--- src/rtl/thermistor_code_to_temperature_core_assert.svh ---
// Assertion macros for the thermistor code to temperature core.
`ifndef THERMISTOR_CODE_TO_TEMPERATURE_CORE_ASSERT_SVH
`define THERMISTOR_CODE_TO_TEMPERATURE_CORE_ASSERT_SVH

// cond must hold at every edge out of reset
`define TCTT_ASSERT_ALWAYS(label, cond, msg) \
  label: assert property (@(posedge clk_i) disable iff (!rst_ni) (cond)) \
    else $error(msg);

// cons must hold at the same edge as ante
`define TCTT_ASSERT_IMPLIES(label, ante, cons, msg) \
  label: assert property (@(posedge clk_i) disable iff (!rst_ni) (ante) |-> (cons)) \
    else $error(msg);

`endif

--- src/rtl/tctt_pkg.sv ---
// Shared constants, tables and types of the thermistor code to temperature core.
package tctt_pkg;

  localparam int TABLE_POINTS = 17;
  localparam int CODE_W       = 14;
  localparam int MILLI_W      = 20;
  localparam int DECI_W       = 14;
  localparam int IDX_W        = $clog2(TABLE_POINTS);

  // interpolation widths, set by the table contents
  localparam int DEN_W   = 11;   // widest segment span in codes
  localparam int DT_W    = 13;   // temperature step per segment, millidegrees
  localparam int QUO_W   = 13;   // interpolated offset is below the step
  localparam int NUM_W   = 23;   // step times offset within segment
  localparam int TRIAL_W = DEN_W + QUO_W - 1;

  localparam int DIE_OFFSET_MC  = 22000;
  localparam int DIE_ZERO_CODE  = 7274;
  localparam int DIE_STEP_MC    = 50;
  localparam int MILLI_PER_DEG  = 1000;
  localparam int MILLI_PER_DECI = 100;

  // truncating /100 by reciprocal multiply
  localparam int MAG_W     = MILLI_W - 1;
  localparam int DIV_SHIFT = 26;
  localparam int RECIP_W   = 20;
  localparam int PROD_W    = MAG_W + RECIP_W;
  localparam longint unsigned DECI_RECIP_L =
    ((longint'(1) << DIV_SHIFT) + MILLI_PER_DECI - 1) / MILLI_PER_DECI;
  localparam logic [RECIP_W-1:0] DECI_RECIP = RECIP_W'(DECI_RECIP_L);

  localparam int QUEUE_DEPTH = 4;
  localparam int QPTR_W      = $clog2(QUEUE_DEPTH);
  localparam int QCNT_W      = $clog2(QUEUE_DEPTH + 1);

  // descending breakpoint codes and their temperatures in degrees
  localparam logic [CODE_W-1:0] NTC_CODE [TABLE_POINTS] = '{
    14'h189c, 14'h1398, 14'h0fba, 14'h0cb8, 14'h0a5a, 14'h0878, 14'h06f2,
    14'h05b8, 14'h04b8, 14'h03e8, 14'h0340, 14'h02b8, 14'h0248, 14'h01ec,
    14'h01a2, 14'h0162, 14'h0130
  };
  localparam int NTC_DEG [TABLE_POINTS] = '{
    -20, -15, -10, -5, 0, 5, 10, 15, 20, 25, 30, 35, 40, 45, 50, 55, 60
  };

  typedef enum logic [1:0] {
    CLS_DIE,
    CLS_COLD,
    CLS_HOT,
    CLS_SEGMENT
  } cls_e;

  // work handed from front to back: result = base + floor(num / den)
  typedef struct packed {
    logic signed [MILLI_W-1:0] base;
    logic [NUM_W-1:0]          num;
    logic [DEN_W-1:0]          den;
  } tctt_req_t;

endpackage

--- src/rtl/tctt_front.sv ---
// Front end: classifies the code, picks the table segment and forms the division request.
module tctt_front (
  input  logic                clk_i,
  input  logic                rst_ni,
  input  logic                in_valid_i,
  output logic                in_ready_o,
  input  logic                sensor_kind_i,
  input  logic [tctt_pkg::CODE_W-1:0] raw_code_i,
  output logic                req_valid_o,
  input  logic                req_ready_i,
  output tctt_pkg::tctt_req_t req_o
);

  logic                            adv;
  logic                            a_vld_q;
  tctt_pkg::cls_e                  a_cls_q, a_cls_d;
  logic [tctt_pkg::IDX_W-1:0]      a_seg_q, a_seg_d;
  logic [tctt_pkg::CODE_W-1:0]     a_code_q;
  logic                            b_vld_q;
  tctt_pkg::tctt_req_t             b_req_q, b_req_d;

  logic [tctt_pkg::IDX_W-1:0]      seg_nxt;
  logic [tctt_pkg::CODE_W-1:0]     hi_code, lo_code;
  logic [tctt_pkg::DEN_W-1:0]      span;
  logic [tctt_pkg::DT_W-1:0]       dt;
  logic [tctt_pkg::DT_W+tctt_pkg::DEN_W-1:0] prod;
  logic signed [tctt_pkg::CODE_W:0] die_diff;

  assign adv        = !b_vld_q || req_ready_i;
  assign in_ready_o = adv;

  // stage A: classify, search segment (first j with code >= lower breakpoint)
  always_comb begin
    a_seg_d = '0;
    for (int j = tctt_pkg::TABLE_POINTS - 2; j >= 0; j--) begin
      if (raw_code_i >= tctt_pkg::NTC_CODE[j+1]) a_seg_d = tctt_pkg::IDX_W'(j);
    end
    if (sensor_kind_i) begin
      a_cls_d = tctt_pkg::CLS_DIE;
    end else if (raw_code_i >= tctt_pkg::NTC_CODE[0]) begin
      a_cls_d = tctt_pkg::CLS_COLD;
    end else if (raw_code_i <= tctt_pkg::NTC_CODE[tctt_pkg::TABLE_POINTS-1]) begin
      a_cls_d = tctt_pkg::CLS_HOT;
    end else begin
      a_cls_d = tctt_pkg::CLS_SEGMENT;
    end
  end

  // stage B: build request
  assign seg_nxt  = a_seg_q + tctt_pkg::IDX_W'(1);
  assign hi_code  = tctt_pkg::NTC_CODE[a_seg_q];
  assign lo_code  = tctt_pkg::NTC_CODE[seg_nxt];
  assign span     = tctt_pkg::DEN_W'(hi_code - a_code_q);
  assign dt       = tctt_pkg::DT_W'((tctt_pkg::NTC_DEG[seg_nxt] - tctt_pkg::NTC_DEG[a_seg_q])
                                    * tctt_pkg::MILLI_PER_DEG);
  assign prod     = dt * span;
  assign die_diff = $signed({1'b0, tctt_pkg::CODE_W'(tctt_pkg::DIE_ZERO_CODE)})
                  - $signed({1'b0, a_code_q});

  always_comb begin
    b_req_d.num = '0;
    b_req_d.den = tctt_pkg::DEN_W'(1);
    case (a_cls_q)
      tctt_pkg::CLS_DIE: begin
        b_req_d.base = tctt_pkg::MILLI_W'(tctt_pkg::DIE_OFFSET_MC
                                          + int'(die_diff) * tctt_pkg::DIE_STEP_MC);
      end
      tctt_pkg::CLS_COLD: begin
        b_req_d.base = tctt_pkg::MILLI_W'(tctt_pkg::NTC_DEG[0] * tctt_pkg::MILLI_PER_DEG);
      end
      tctt_pkg::CLS_HOT: begin
        b_req_d.base = tctt_pkg::MILLI_W'(tctt_pkg::NTC_DEG[tctt_pkg::TABLE_POINTS-1]
                                          * tctt_pkg::MILLI_PER_DEG);
      end
      tctt_pkg::CLS_SEGMENT: begin
        b_req_d.base = tctt_pkg::MILLI_W'(tctt_pkg::NTC_DEG[a_seg_q] * tctt_pkg::MILLI_PER_DEG);
        b_req_d.num  = prod[tctt_pkg::NUM_W-1:0];
        b_req_d.den  = tctt_pkg::DEN_W'(hi_code - lo_code);
      end
      default: begin
        b_req_d.base = '0;
      end
    endcase
  end

  always_ff @(posedge clk_i or negedge rst_ni) begin
    if (!rst_ni) begin
      a_vld_q <= 1'b0;
      b_vld_q <= 1'b0;
    end else if (adv) begin
      a_vld_q <= in_valid_i;
      b_vld_q <= a_vld_q;
    end
  end

  always_ff @(posedge clk_i) begin
    if (adv) begin
      a_cls_q  <= a_cls_d;
      a_seg_q  <= a_seg_d;
      a_code_q <= raw_code_i;
      b_req_q  <= b_req_d;
    end
  end

  assign req_valid_o = b_vld_q;
  assign req_o       = b_req_q;

endmodule

--- src/rtl/tctt_queue.sv ---
// Short request queue between front and back ends.
module tctt_queue (
  input  logic                clk_i,
  input  logic                rst_ni,
  input  logic                push_valid_i,
  output logic                push_ready_o,
  input  tctt_pkg::tctt_req_t push_req_i,
  output logic                pop_valid_o,
  input  logic                pop_ready_i,
  output tctt_pkg::tctt_req_t pop_req_o
);

  tctt_pkg::tctt_req_t          mem_q [tctt_pkg::QUEUE_DEPTH];
  logic [tctt_pkg::QPTR_W-1:0]  wptr_q, rptr_q;
  logic [tctt_pkg::QCNT_W-1:0]  cnt_q;
  logic                         push, pop;

  assign push_ready_o = cnt_q != tctt_pkg::QCNT_W'(tctt_pkg::QUEUE_DEPTH);
  assign pop_valid_o  = cnt_q != '0;
  assign push         = push_valid_i && push_ready_o;
  assign pop          = pop_valid_o && pop_ready_i;
  assign pop_req_o    = mem_q[rptr_q];

  always_ff @(posedge clk_i or negedge rst_ni) begin
    if (!rst_ni) begin
      wptr_q <= '0;
      rptr_q <= '0;
      cnt_q  <= '0;
    end else begin
      if (push) wptr_q <= wptr_q + tctt_pkg::QPTR_W'(1);
      if (pop)  rptr_q <= rptr_q + tctt_pkg::QPTR_W'(1);
      if (push && !pop) begin
        cnt_q <= cnt_q + tctt_pkg::QCNT_W'(1);
      end else if (pop && !push) begin
        cnt_q <= cnt_q - tctt_pkg::QCNT_W'(1);
      end
    end
  end

  always_ff @(posedge clk_i) begin
    if (push) mem_q[wptr_q] <= push_req_i;
  end

endmodule

--- src/rtl/tctt_back.sv ---
// Back end: pipelined restoring divide, sum, and tenths by reciprocal multiply.
module tctt_back (
  input  logic                clk_i,
  input  logic                rst_ni,
  input  logic                req_valid_i,
  output logic                req_ready_o,
  input  tctt_pkg::tctt_req_t req_i,
  output logic                out_valid_o,
  input  logic                out_ready_i,
  output logic signed [tctt_pkg::MILLI_W-1:0] temp_milli_c_o,
  output logic signed [tctt_pkg::DECI_W-1:0]  temp_deci_c_o
);

  localparam int QW = tctt_pkg::QUO_W;

  logic                                adv;
  logic [QW:0]                         vld_q;
  logic [tctt_pkg::NUM_W-1:0]          rem_q  [QW];
  logic [tctt_pkg::DEN_W-1:0]          den_q  [QW];
  logic [QW-1:0]                       quo_q  [QW+1];
  logic signed [tctt_pkg::MILLI_W-1:0] base_q [QW+1];

  logic                                sum_vld_q, sum_neg_q;
  logic signed [tctt_pkg::MILLI_W-1:0] sum_milli_q, sum_milli_d, sum_abs;
  logic [tctt_pkg::MAG_W-1:0]          sum_mag_q;
  logic                                mul_vld_q, mul_neg_q;
  logic signed [tctt_pkg::MILLI_W-1:0] mul_milli_q;
  logic [tctt_pkg::PROD_W-1:0]         mul_prod_q;
  logic                                out_vld_q;
  logic [tctt_pkg::DECI_W-2:0]         deci_mag;
  logic signed [tctt_pkg::DECI_W-1:0]  deci_d;

  assign adv         = !out_vld_q || out_ready_i;
  assign req_ready_o = adv;

  // load stage
  always_ff @(posedge clk_i or negedge rst_ni) begin
    if (!rst_ni) vld_q[0] <= 1'b0;
    else if (adv) vld_q[0] <= req_valid_i;
  end

  always_ff @(posedge clk_i) begin
    if (adv) begin
      rem_q[0]  <= req_i.num;
      den_q[0]  <= req_i.den;
      quo_q[0]  <= '0;
      base_q[0] <= req_i.base;
    end
  end

  // one quotient bit per stage, msb first
  for (genvar s = 1; s <= QW; s++) begin : g_div
    localparam int ShiftBit = QW - s;
    logic [tctt_pkg::TRIAL_W-1:0] trial;
    logic                         take;

    assign trial = tctt_pkg::TRIAL_W'(den_q[s-1]) << ShiftBit;
    assign take  = tctt_pkg::TRIAL_W'(rem_q[s-1]) >= trial;

    always_ff @(posedge clk_i or negedge rst_ni) begin
      if (!rst_ni) vld_q[s] <= 1'b0;
      else if (adv) vld_q[s] <= vld_q[s-1];
    end

    always_ff @(posedge clk_i) begin
      if (adv) begin
        quo_q[s]  <= quo_q[s-1] | (take ? (QW'(1) << ShiftBit) : '0);
        base_q[s] <= base_q[s-1];
      end
    end

    if (s < QW) begin : g_carry
      always_ff @(posedge clk_i) begin
        if (adv) begin
          rem_q[s] <= take ? rem_q[s-1] - tctt_pkg::NUM_W'(trial) : rem_q[s-1];
          den_q[s] <= den_q[s-1];
        end
      end
    end
  end

  assign sum_milli_d = base_q[QW]
                     + $signed({{(tctt_pkg::MILLI_W-QW){1'b0}}, quo_q[QW]});
  assign sum_abs     = sum_milli_d[tctt_pkg::MILLI_W-1] ? -sum_milli_d : sum_milli_d;
  assign deci_mag    = mul_prod_q[tctt_pkg::DIV_SHIFT +: tctt_pkg::DECI_W-1];
  assign deci_d      = mul_neg_q ? -$signed({1'b0, deci_mag}) : $signed({1'b0, deci_mag});

  always_ff @(posedge clk_i or negedge rst_ni) begin
    if (!rst_ni) begin
      sum_vld_q <= 1'b0;
      mul_vld_q <= 1'b0;
      out_vld_q <= 1'b0;
    end else if (adv) begin
      sum_vld_q <= vld_q[QW];
      mul_vld_q <= sum_vld_q;
      out_vld_q <= mul_vld_q;
    end
  end

  always_ff @(posedge clk_i) begin
    if (adv) begin
      sum_milli_q    <= sum_milli_d;
      sum_neg_q      <= sum_milli_d[tctt_pkg::MILLI_W-1];
      mul_milli_q    <= sum_milli_q;
      mul_neg_q      <= sum_neg_q;
      mul_prod_q     <= sum_mag_q * tctt_pkg::DECI_RECIP;
      temp_milli_c_o <= mul_milli_q;
      temp_deci_c_o  <= deci_d;
    end
  end

  always_ff @(posedge clk_i) begin
    if (adv) sum_mag_q <= sum_abs[tctt_pkg::MAG_W-1:0];
  end

  assign out_valid_o = out_vld_q;

endmodule

--- src/rtl/thermistor_code_to_temperature_core.sv ---
// Throughput: one request per cycle while neither side stalls; the back end divides one quotient bit per stage
// over 13 stages, so every stage holds its own request.
// A four-entry queue parts front and back, so either side may stall alone.
// Reset: rst_ni asynchronous, active low; clears all valid flags and the queue pointers.
`include "thermistor_code_to_temperature_core_assert.svh"

module thermistor_code_to_temperature_core (
  input  logic clk_i,
  input  logic rst_ni,
  // request channel
  input  logic                          in_valid_i,
  output logic                          in_ready_o,
  input  logic                          sensor_kind_i,
  input  logic [tctt_pkg::CODE_W-1:0]   raw_code_i,
  // result channel
  output logic                          out_valid_o,
  input  logic                          out_ready_i,
  output logic signed [tctt_pkg::MILLI_W-1:0] temp_milli_c_o,
  output logic signed [tctt_pkg::DECI_W-1:0]  temp_deci_c_o
);

  // Front: two stages. Stage A classifies the request (die code, clamped cold,
  // clamped hot, or inside a table segment) and finds the bracketing segment
  // with a row of parallel compares. Stage B forms base + num / den.
  logic                push_valid, push_ready;
  tctt_pkg::tctt_req_t push_req;

  tctt_front u_front (
    .clk_i         (clk_i),
    .rst_ni        (rst_ni),
    .in_valid_i    (in_valid_i),
    .in_ready_o    (in_ready_o),
    .sensor_kind_i (sensor_kind_i),
    .raw_code_i    (raw_code_i),
    .req_valid_o   (push_valid),
    .req_ready_i   (push_ready),
    .req_o         (push_req)
  );

  // Queue: decouples the front from back-end stalls.
  logic                pop_valid, pop_ready;
  tctt_pkg::tctt_req_t pop_req;

  tctt_queue u_queue (
    .clk_i        (clk_i),
    .rst_ni       (rst_ni),
    .push_valid_i (push_valid),
    .push_ready_o (push_ready),
    .push_req_i   (push_req),
    .pop_valid_o  (pop_valid),
    .pop_ready_i  (pop_ready),
    .pop_req_o    (pop_req)
  );

  // Back: restoring divide pipeline, then sum, reciprocal multiply for tenths,
  // and the output register. Whole back end stalls only while a result waits.
  tctt_back u_back (
    .clk_i          (clk_i),
    .rst_ni         (rst_ni),
    .req_valid_i    (pop_valid),
    .req_ready_o    (pop_ready),
    .req_i          (pop_req),
    .out_valid_o    (out_valid_o),
    .out_ready_i    (out_ready_i),
    .temp_milli_c_o (temp_milli_c_o),
    .temp_deci_c_o  (temp_deci_c_o)
  );

  // Divisor is never zero, else the divide stages would set every quotient bit.
  `TCTT_ASSERT_IMPLIES(a_den_nonzero, push_valid && push_ready, push_req.den != '0, "zero divisor queued")

  // Tenths carry the sign of the millidegrees unless truncated to zero.
  `TCTT_ASSERT_IMPLIES(a_deci_sign, out_valid_o, (temp_deci_c_o == '0) || (temp_deci_c_o[tctt_pkg::DECI_W-1] == temp_milli_c_o[tctt_pkg::MILLI_W-1]), "tenths sign mismatch")

  // Result stays within the die code range, which spans the thermistor range.
  `TCTT_ASSERT_IMPLIES(a_milli_range, out_valid_o, (temp_milli_c_o >= -433450) && (temp_milli_c_o <= 385700), "millidegrees out of range")

endmodule

--- config.mk ---
export PLATFORM = sky130hd
export DESIGN_NAME = thermistor_code_to_temperature_core
export DESIGN_NICKNAME = d
export VERILOG_FILES = /design/src/rtl/tctt_pkg.sv /design/src/rtl/tctt_front.sv /design/src/rtl/tctt_queue.sv /design/src/rtl/tctt_back.sv /design/src/rtl/thermistor_code_to_temperature_core.sv
export VERILOG_INCLUDE_DIRS = /design/src /design/src/rtl
export SDC_FILE = /design/constraint.sdc
export NUM_CORES = 2
export LEC_CHECK = 0
export BUFFER_PORTS_ARGS = -buffer_cell sky130_fd_sc_hd__buf_2
export CELL_PAD_IN_SITES_DETAIL_PLACEMENT = 0
export CELL_PAD_IN_SITES_GLOBAL_PLACEMENT = 1
export CORE_MARGIN = 2
export CORE_UTILIZATION = 57
export DETAILED_ROUTE_END_ITERATION = 10
export PLACE_DENSITY_LB_ADDON = 0.1
export RECOVER_POWER = 100
export SLEW_MARGIN = 30
export SYNTH_ARGS = -nofsm -noshare
export SYNTH_HDL_FRONTEND = slang
export SYNTH_HIERARCHICAL = 1
export SYNTH_SLANG_ARGS = --single-unit
--- constraint.sdc ---
create_clock -name clk_i -period 62.8 [get_ports clk_i]
set_clock_uncertainty 0.2 [all_clocks]
set_input_delay 12.56 -clock clk_i [delete_from_list [all_inputs] [get_ports clk_i]]
set_output_delay 12.56 -clock clk_i [all_outputs]
set_load 0.02 [all_outputs]
==> Word-level counts from Yosys, hierarchy flattened <==
Memories as Yosys holds them, arrays and structs flattened.
Cells that the tools add are included.
{ "op_classes": {"add_sub_neg": 25, "n_mul": 5, "order_cmp": 33, "n_eq_ne": 4, "mux": 59, "bitwise": 15, "n_reduce_logical": 18} }
{ "ops": {"columns": ["op", "count"], "rows": [
  ["23-bit two-way mux", 12],
  ["13-bit bitwise OR", 13],
  ["32-bit two-way mux", 4],
  ["20-bit one-hot mux with 4 select lines", 1],
  ["14-bit by 10-bit >= comparator with 1-bit output, second input constant", 4],
  ["14-bit by 12-bit >= comparator with 1-bit output, second input constant", 4],
  ["14-bit by 9-bit >= comparator with 1-bit output, second input constant", 4],
  ["11-bit two-way mux", 5],
  ["14-bit by 11-bit >= comparator with 1-bit output, second input constant", 3],
  ["19-bit by 20-bit multiplier with 39-bit output, second input constant", 1],
  ["4-bit two-way mux", 9],
  ["32-bit by 8-bit multiplier with 10-bit output, second input constant", 1],
  ["32-bit by 8-bit multiplier with 17-bit output, second input constant", 1],
  ["32-bit subtractor", 1],
  ["14-bit by 13-bit >= comparator with 1-bit output, second input constant", 2],
  ["13-bit two-way mux", 2],
  ["23-bit by 11-bit >= comparator with 1-bit output", 1],
  ["23-bit by 12-bit >= comparator with 1-bit output", 1],
  ["23-bit by 13-bit >= comparator with 1-bit output", 1],
  ["23-bit by 14-bit >= comparator with 1-bit output", 1],
  ["23-bit by 15-bit >= comparator with 1-bit output", 1],
  ["23-bit by 16-bit >= comparator with 1-bit output", 1],
  ["23-bit by 17-bit >= comparator with 1-bit output", 1],
  ["23-bit by 18-bit >= comparator with 1-bit output", 1],
  ["other kinds (56)", 84]
]} }
{ "totals": {"regBits": 235, "mem_bits_rw": 1120, "romBits": 2944, "in_bits": 19, "output_inout_bits": 36, "elab_cells": 211, "mem_count": 9} }
{ "memory_table": {"columns": ["memory", "depth", "width", "rd", "rd_clocked_by_memory_dff", "wr", "line", "text"], "rows": [
  ["(no name shown)", 32, 32, 1, 0, 0, "tctt_front.sv:54", "assign dt = tctt_pkg::DT_W'((tctt_pkg::NTC_DEG[seg_nxt] - tctt_pkg::NTC_DEG[a_seg_q])"],
  ["(no name shown)", 32, 32, 1, 0, 0, "tctt_front.sv:54", null],
  ["(no name shown)", 32, 14, 1, 0, 0, "tctt_front.sv:51", "assign hi_code = tctt_pkg::NTC_CODE[a_seg_q];"],
  ["(no name shown)", 32, 14, 1, 0, 0, "tctt_front.sv:52", "assign lo_code = tctt_pkg::NTC_CODE[seg_nxt];"],
  ["u_back.rem_q", 13, 23, 13, 0, 13, "tctt_back.sv:18", "logic [tctt_pkg::NUM_W-1:0] rem_q [QW];"],
  ["u_back.base_q", 14, 20, 14, 0, 14, "tctt_back.sv:21", "logic signed [tctt_pkg::MILLI_W-1:0] base_q [QW+1];"],
  ["3 more memories", null, null, null, null, null, null, null]
]} }

==> Depth between registers and ports, before layout <==
{ "logic_depth": {"word_depth": 16, "depth_mapped": 50, "ltp_nobuf": 47} }

==> Cells and area by module <==
Netlist, hierarchy kept.
{ "by_module_without_submodules": {"columns": ["module", "n_inst", "cells_each", "area_each_um2", "seq_area_each_um2"], "rows": [
  ["tctt_back", 1, 3260, 45150.8, 27991.8],
  ["tctt_front", 1, 1395, 12328.1, 2152.1],
  ["tctt_queue", 1, 317, 8202.9, 6661.4]
]} }

==> Least setup slack after synthesis <==
Ideal clock, no wire load.
{ "synth_timing": {"path_kind": "input to register", "from": "input out_ready_i", "to": "register u_queue/cnt_q[1] (netlist bit)", "setup_time_ns": 0.125, "arrival_time_ns": 33.877, "required_time_ns": 62.475, "setup_slack_ns": 28.599, "stages": 9, "n_path_buf": 2, "cell_sequence": "nor2b_1 > clkbuf_1 > clkbuf_1 > inv_1 > nand2_1 > ha_1 > inv_1 > fa_1 > mux2_2"} }
{ "synth_between": {"elab_chain_len": 5, "elab_cells_between_ends": 7, "cone_classes": "1 x mux; 6 x reduce/logical"} }
{ "synth_rtl": {"columns": ["element", "line", "text"], "rows": [
  ["from (decl)", "thermistor_code_to_temperature_core.sv:17", "input logic out_ready_i,"],
  ["1-bit logical OR (*)", "tctt_back.sv:33", "assign adv = !out_vld_q || out_ready_i;"],
  ["named net pop_ready", "thermistor_code_to_temperature_core.sv:41", "logic pop_valid, pop_ready;"],
  ["1-bit logical AND (*)", "tctt_queue.sv:21", "assign pop = pop_valid_o && pop_ready_i;"],
  ["1-bit logical NOT", "tctt_queue.sv:32", "if (push && !pop) begin"],
  ["1-bit logical AND", "tctt_queue.sv:32", null],
  ["3-bit two-way mux / 2-bit nonzero test (equally long branches)", null, null],
  ["to (signal assigned)", "tctt_queue.sv:33", "cnt_q <= cnt_q + tctt_pkg::QCNT_W'(1);"],
  ["to (signal assigned)", "tctt_queue.sv:35", "cnt_q <= cnt_q - tctt_pkg::QCNT_W'(1);"],
  ["to (decl)", "tctt_queue.sv:15", "logic [tctt_pkg::QCNT_W-1:0] cnt_q;"]
]} }
Mark *: on every way through the listed nets, which the timed path passes. The rest lies on a longest branch.
A chain may end at the register's enable or synchronous reset.

==> Worst setup path after layout <==
{ "layout_timing": {"from": "input out_ready_i", "to": "register u_back/temp_milli_c_o[7] (netlist bit), enable pin"} }
{ "layout_between": {"elab_chain_len": 1} }
{ "layout_rtl": {"columns": ["element", "line", "text"], "rows": [
  ["1-bit logical OR", "tctt_back.sv:33", null],
  ["named net pop_ready", "thermistor_code_to_temperature_core.sv:41", null],
  ["to (signal assigned)", "tctt_back.sv:107", "temp_milli_c_o <= mul_milli_q;"],
  ["to (decl)", "tctt_back.sv:10", "output logic signed [tctt_pkg::MILLI_W-1:0] temp_milli_c_o,"]
]} }
The timed path passes the listed nets, and every way through them passes these cells.

==> impl_metrics.json <==
{
  "status": "complete, but fails checks",
  "violations": "capacitance limit, slew limit",
  "critPathSlowestCell": "clkinvlp_2",
  "first_pass_iters": 5,
  "maxSlewViolCount": 1262,
  "grt_max_degree": 204,
  "fin_nets": 5888,
  "cts_setup_buffers": 0,
  "clkTransAtPathRegs_ps": 60,
  "syn_avg_cell_area_um2": 13.2,
  "drt-initial-drc-count": 2057,
  "via_count": 36371,
  "setup_violations": 0,
  "rows": 124,
  "htreeDepth": 3,
  "critPathMaxStageDelay_ps": 2900,
  "routed_wl_mm": 125,
  "initial_core_util_pct": 57.4,
  "cts_made_buffers": 120,
  "die_h_um": 343,
  "finalSetupTns_ps": 0,
  "slew_headroom_pct": -320,
  "critPathKind": "input pin to register",
  "worstPathRequired_ps": 62820,
  "root_buffer": "clkbuf_16",
  "endpoint_kind": "register",
  "diodes": 0,
  "track_usage_pct": 21.6,
  "core_area_mm2": 0.114,
  "die_width_um": 343,
  "clockBufferDepth": 3,
  "grt_pass1_wl_mm": 198,
  "min_period_ps": 24020,
  "drcViolationCount": 0,
  "final_hold_viol_count": 0,
  "critPathLaunchType": "input pin",
  "via_per_inst": 5.42,
  "arrival_ps": 24040,
  "ctsResizeCount": 0,
  "synth_seq_cells": 1230,
  "synthToLayoutAreaGrowth_pct": 8.83,
  "place.gp.congestion": 0.887,
  "dp_hpwl_mm": 92.7,
  "fmax_ghz": 0.0416,
  "clk_latency_ps": 730,
  "cts_hold_buffers": 0,
  "multi_input_area_mm2": 0.0258,
  "async_flop_share_pct": 2.11,
  "ys_seq_area_share_pct": 56.0,
  "crit_buf_inv": 6,
  "worst_pin_slew_ps": 6300,
  "port_buffers": 54,
  "yosysWarnings": 6,
  "hold_path_class": "register to register",
  "rsz0062_at_grt": "false",
  "crit_chain": "buf_2 > nor2b_2 > clkbuf_1 > clkinvlp_2 > clkbuf_1 > clkbuf_1 > clkbuf_1",
  "routedWlPerCell_um": 18.6,
  "synth.distinct_cells": 96,
  "drv_cap": 17,
  "pin_count": 55,
  "die_area_mm2": 0.118,
  "cts_tree": "yes",
  "fillers": 8880,
  "grt_pass1_vias": 36505,
  "netlist_area_mm2": 0.0657,
  "cp_top_family": "buffers and inverters",
  "seqCellArea_mm2": 0.0368,
  "drive_gt1_share_pct": 6.61,
  "ys.flop_type": "edfxtp_1",
  "overflow": 0,
  "cp_common_cell": "clkbuf_1",
  "synth_edf_count": 1204,
  "ant_nets": 0,
  "critPathMaxFanout": 115,
  "antenna_found_initial": 2,
  "syn_inst": 4972,
  "finalCritPeriodShare_pct": 38.3,
  "cts_sinks": 1230
}
flip-flops by register name (all words and copies together) (netlist names), 2 cells and up:
register               flops
u_back/den_q             143
u_back/base_q            280
u_back/vld_q              14
u_back/sum_milli_q        18
u_queue/cnt_q              3
u_front/a_cls_q            2
u_front/a_seg_q            4
u_queue/mem_q            216
u_front/a_code_q          14
u_queue/rptr_q             2
u_back/quo_q              91
u_back/sum_mag_q          19
u_queue/wptr_q             2
u_back/mul_milli_q        19
u_back/temp_deci_c_o      14
u_front/req_o             50
u_back/temp_milli_c_o     20
u_back/mul_prod_q         13
u_back/rem_q             299
layout by cell type (no fill, tap or decap), types with 17 or more instances in the layout:
cell type / netlist / routed
edfxtp_1: 1204 / 1204
nor3_1: 83 / 83
mux2_2: 49 / 47
a21oi_1: 195 / 195
and2_1: 33 / 25
nor4_1: 45 / 45
xnor2_1: 173 / 171
o21a_1: 37 / 37
nor2b_1: 56 / 55
ha_1: 510 / 510
inv_1: 719 / 718
nor2_1: 248 / 248
or2_2: 18 / 18
o31ai_1: 28 / 29
o21ai_0: 189 / 196
a31oi_1: 22 / 21
mux4_2: 54 / 54
clkinv_2: 0 / 31
dfrtp_1: 26 / 25
fa_1: 257 / 257
clkbuf_16: 0 / 120
clkinv_1: 0 / 23
nand4_1: 36 / 36
nand2b_1: 46 / 46
a211oi_1: 23 / 22
nand2_1: 297 / 297
clkbuf_1: 64 / 102
nand3_1: 51 / 51
or4_1: 17 / 17
or3_1: 19 / 19
xor2_1: 121 / 121
and3_1: 25 / 25
a21boi_0: 23 / 28
a21o_1: 61 / 61
synth_stat cells, types with 8 or more instances:
cell type	instances	area, um2
a211oi_1	23	173
a21boi_0	23	173
a21boi_1	12	90.1
a21o_1	61	458
a21oi_1	195	976
a31oi_1	22	138
and2_1	33	206
and3_1	25	156
buf_2	10	50.1
clkbuf_1	64	240
dfrtp_1	26	651
edfxtp_1	1204	36200
fa_1	257	5140
ha_1	510	6380
inv_1	719	2700
mux2_2	49	552
mux2i_1	16	160
mux4_2	54	1220
nand2_1	297	1110
nand2b_1	46	288
nand3_1	51	255
nand4_1	36	225
nand4b_1	8	70.1
nor2_1	248	931
nor2b_1	56	350
nor3_1	83	415
nor4_1	45	282
nor4b_1	12	105
o211ai_1	13	97.6
o21a_1	37	278
o21ai_0	189	946
o21ai_1	22	110
o21bai_1	9	67.6
o31ai_1	28	210
or2_2	18	113
or3_1	19	119
or4_1	17	128
xnor2_1	173	1520
xor2_1	121	1060
through the flow:
stage	hold slack, ps	util, %	worst slack, ps	std cells	instance area [um2]
6_report	181	62.5	38780	6715	71500
5_1_grt	189	62.5	37360	6715	71500
4_1_cts	183	62.7	46880	6714	71700
3_5_place_dp	205	59.3	46120	6491	67800
3_3_place_gp	201	59.3	46190	6491	67800
2_1_floorplan	200	-	28600	4975	65700
logic make-up (layout without fill, tap and decap cells):
group | count (synthesis) | after routing | share of synthesized area [%]
compound gates | 718 | 718 | 6.93
fa+ha+maj | 767 | 767 | 17.5
mux | 119 | 119 | 2.94
xor+xnor | 299 | 299 | 4.07
buf+inv | 810 | 1038 | 4.77
simple gates | 1028 | 1028 | 7.70
other cells | 1 | 4 | 0.00571
flops | 1230 | 1230 | 56.0
worst reg2reg max path, delay by kind of cell (launching register included):
family / cells / cell delay [ps]
flip-flops: 1 / 320
AND/OR/NAND/NOR: 5 / 500
AO/OA/AOI/OAI: 11 / 2370
adder cells (fa/ha/maj): 14 / 6960
XOR/XNOR: 7 / 2030
buffers and inverters: 10 / 1400
area by class of cell:
| class | instances | area share, % |
|---|---|---|
| clock buffer | 142 | 4.32 |
| clock inverter | 81 | 1.17 |
| multi-input combinational | 2935 | 36.0 |
| inverter | 720 | 3.78 |
| tap | 1512 | 2.65 |
| timing repair buffer | 95 | 0.567 |
| sequential | 1230 | 51.5 |
metal layers:
layer | wire, um | up-vias | GRT usage, %
met3 | 3930 | 153 | 2.37
li1 | - | 17924 | -
met2 | 63500 | 530 | 37.8
met5 | 0 | - | 0
met1 | 54100 | 17764 | 28.6
met4 | 3230 | 0 | 6.41
path summary, 6_finish.rpt:
check	endpoint	slack [ps]	start	cells after the start
hold reg to reg	u_back/quo_q[1][22]$_DFFE_PP_	180	u_back/quo_q[1][9]$_DFFE_PP_	0
setup reg to reg	u_front/req_o[33]$_SDFFCE_PN0P_	48700	u_front/a_seg_q[1]$_SDFFCE_PP0P_	47
max in group asynchronous	u_queue/rptr_q[1]$_DFFE_PN0P_	49400	rst_ni	1
min in group asynchronous	u_back/vld_q[7]$_DFFE_PN0P_	11970	rst_ni	1
setup / recovery	u_back/temp_milli_c_o[7]$_DFFE_PP_	38780	out_ready_i	7
hold / removal	u_back/quo_q[1][22]$_DFFE_PP_	180	u_back/quo_q[1][9]$_DFFE_PP_	0
Power is not shown: default switching activity piles up to over one toggle a cycle in this logic, so the estimate is an artifact.
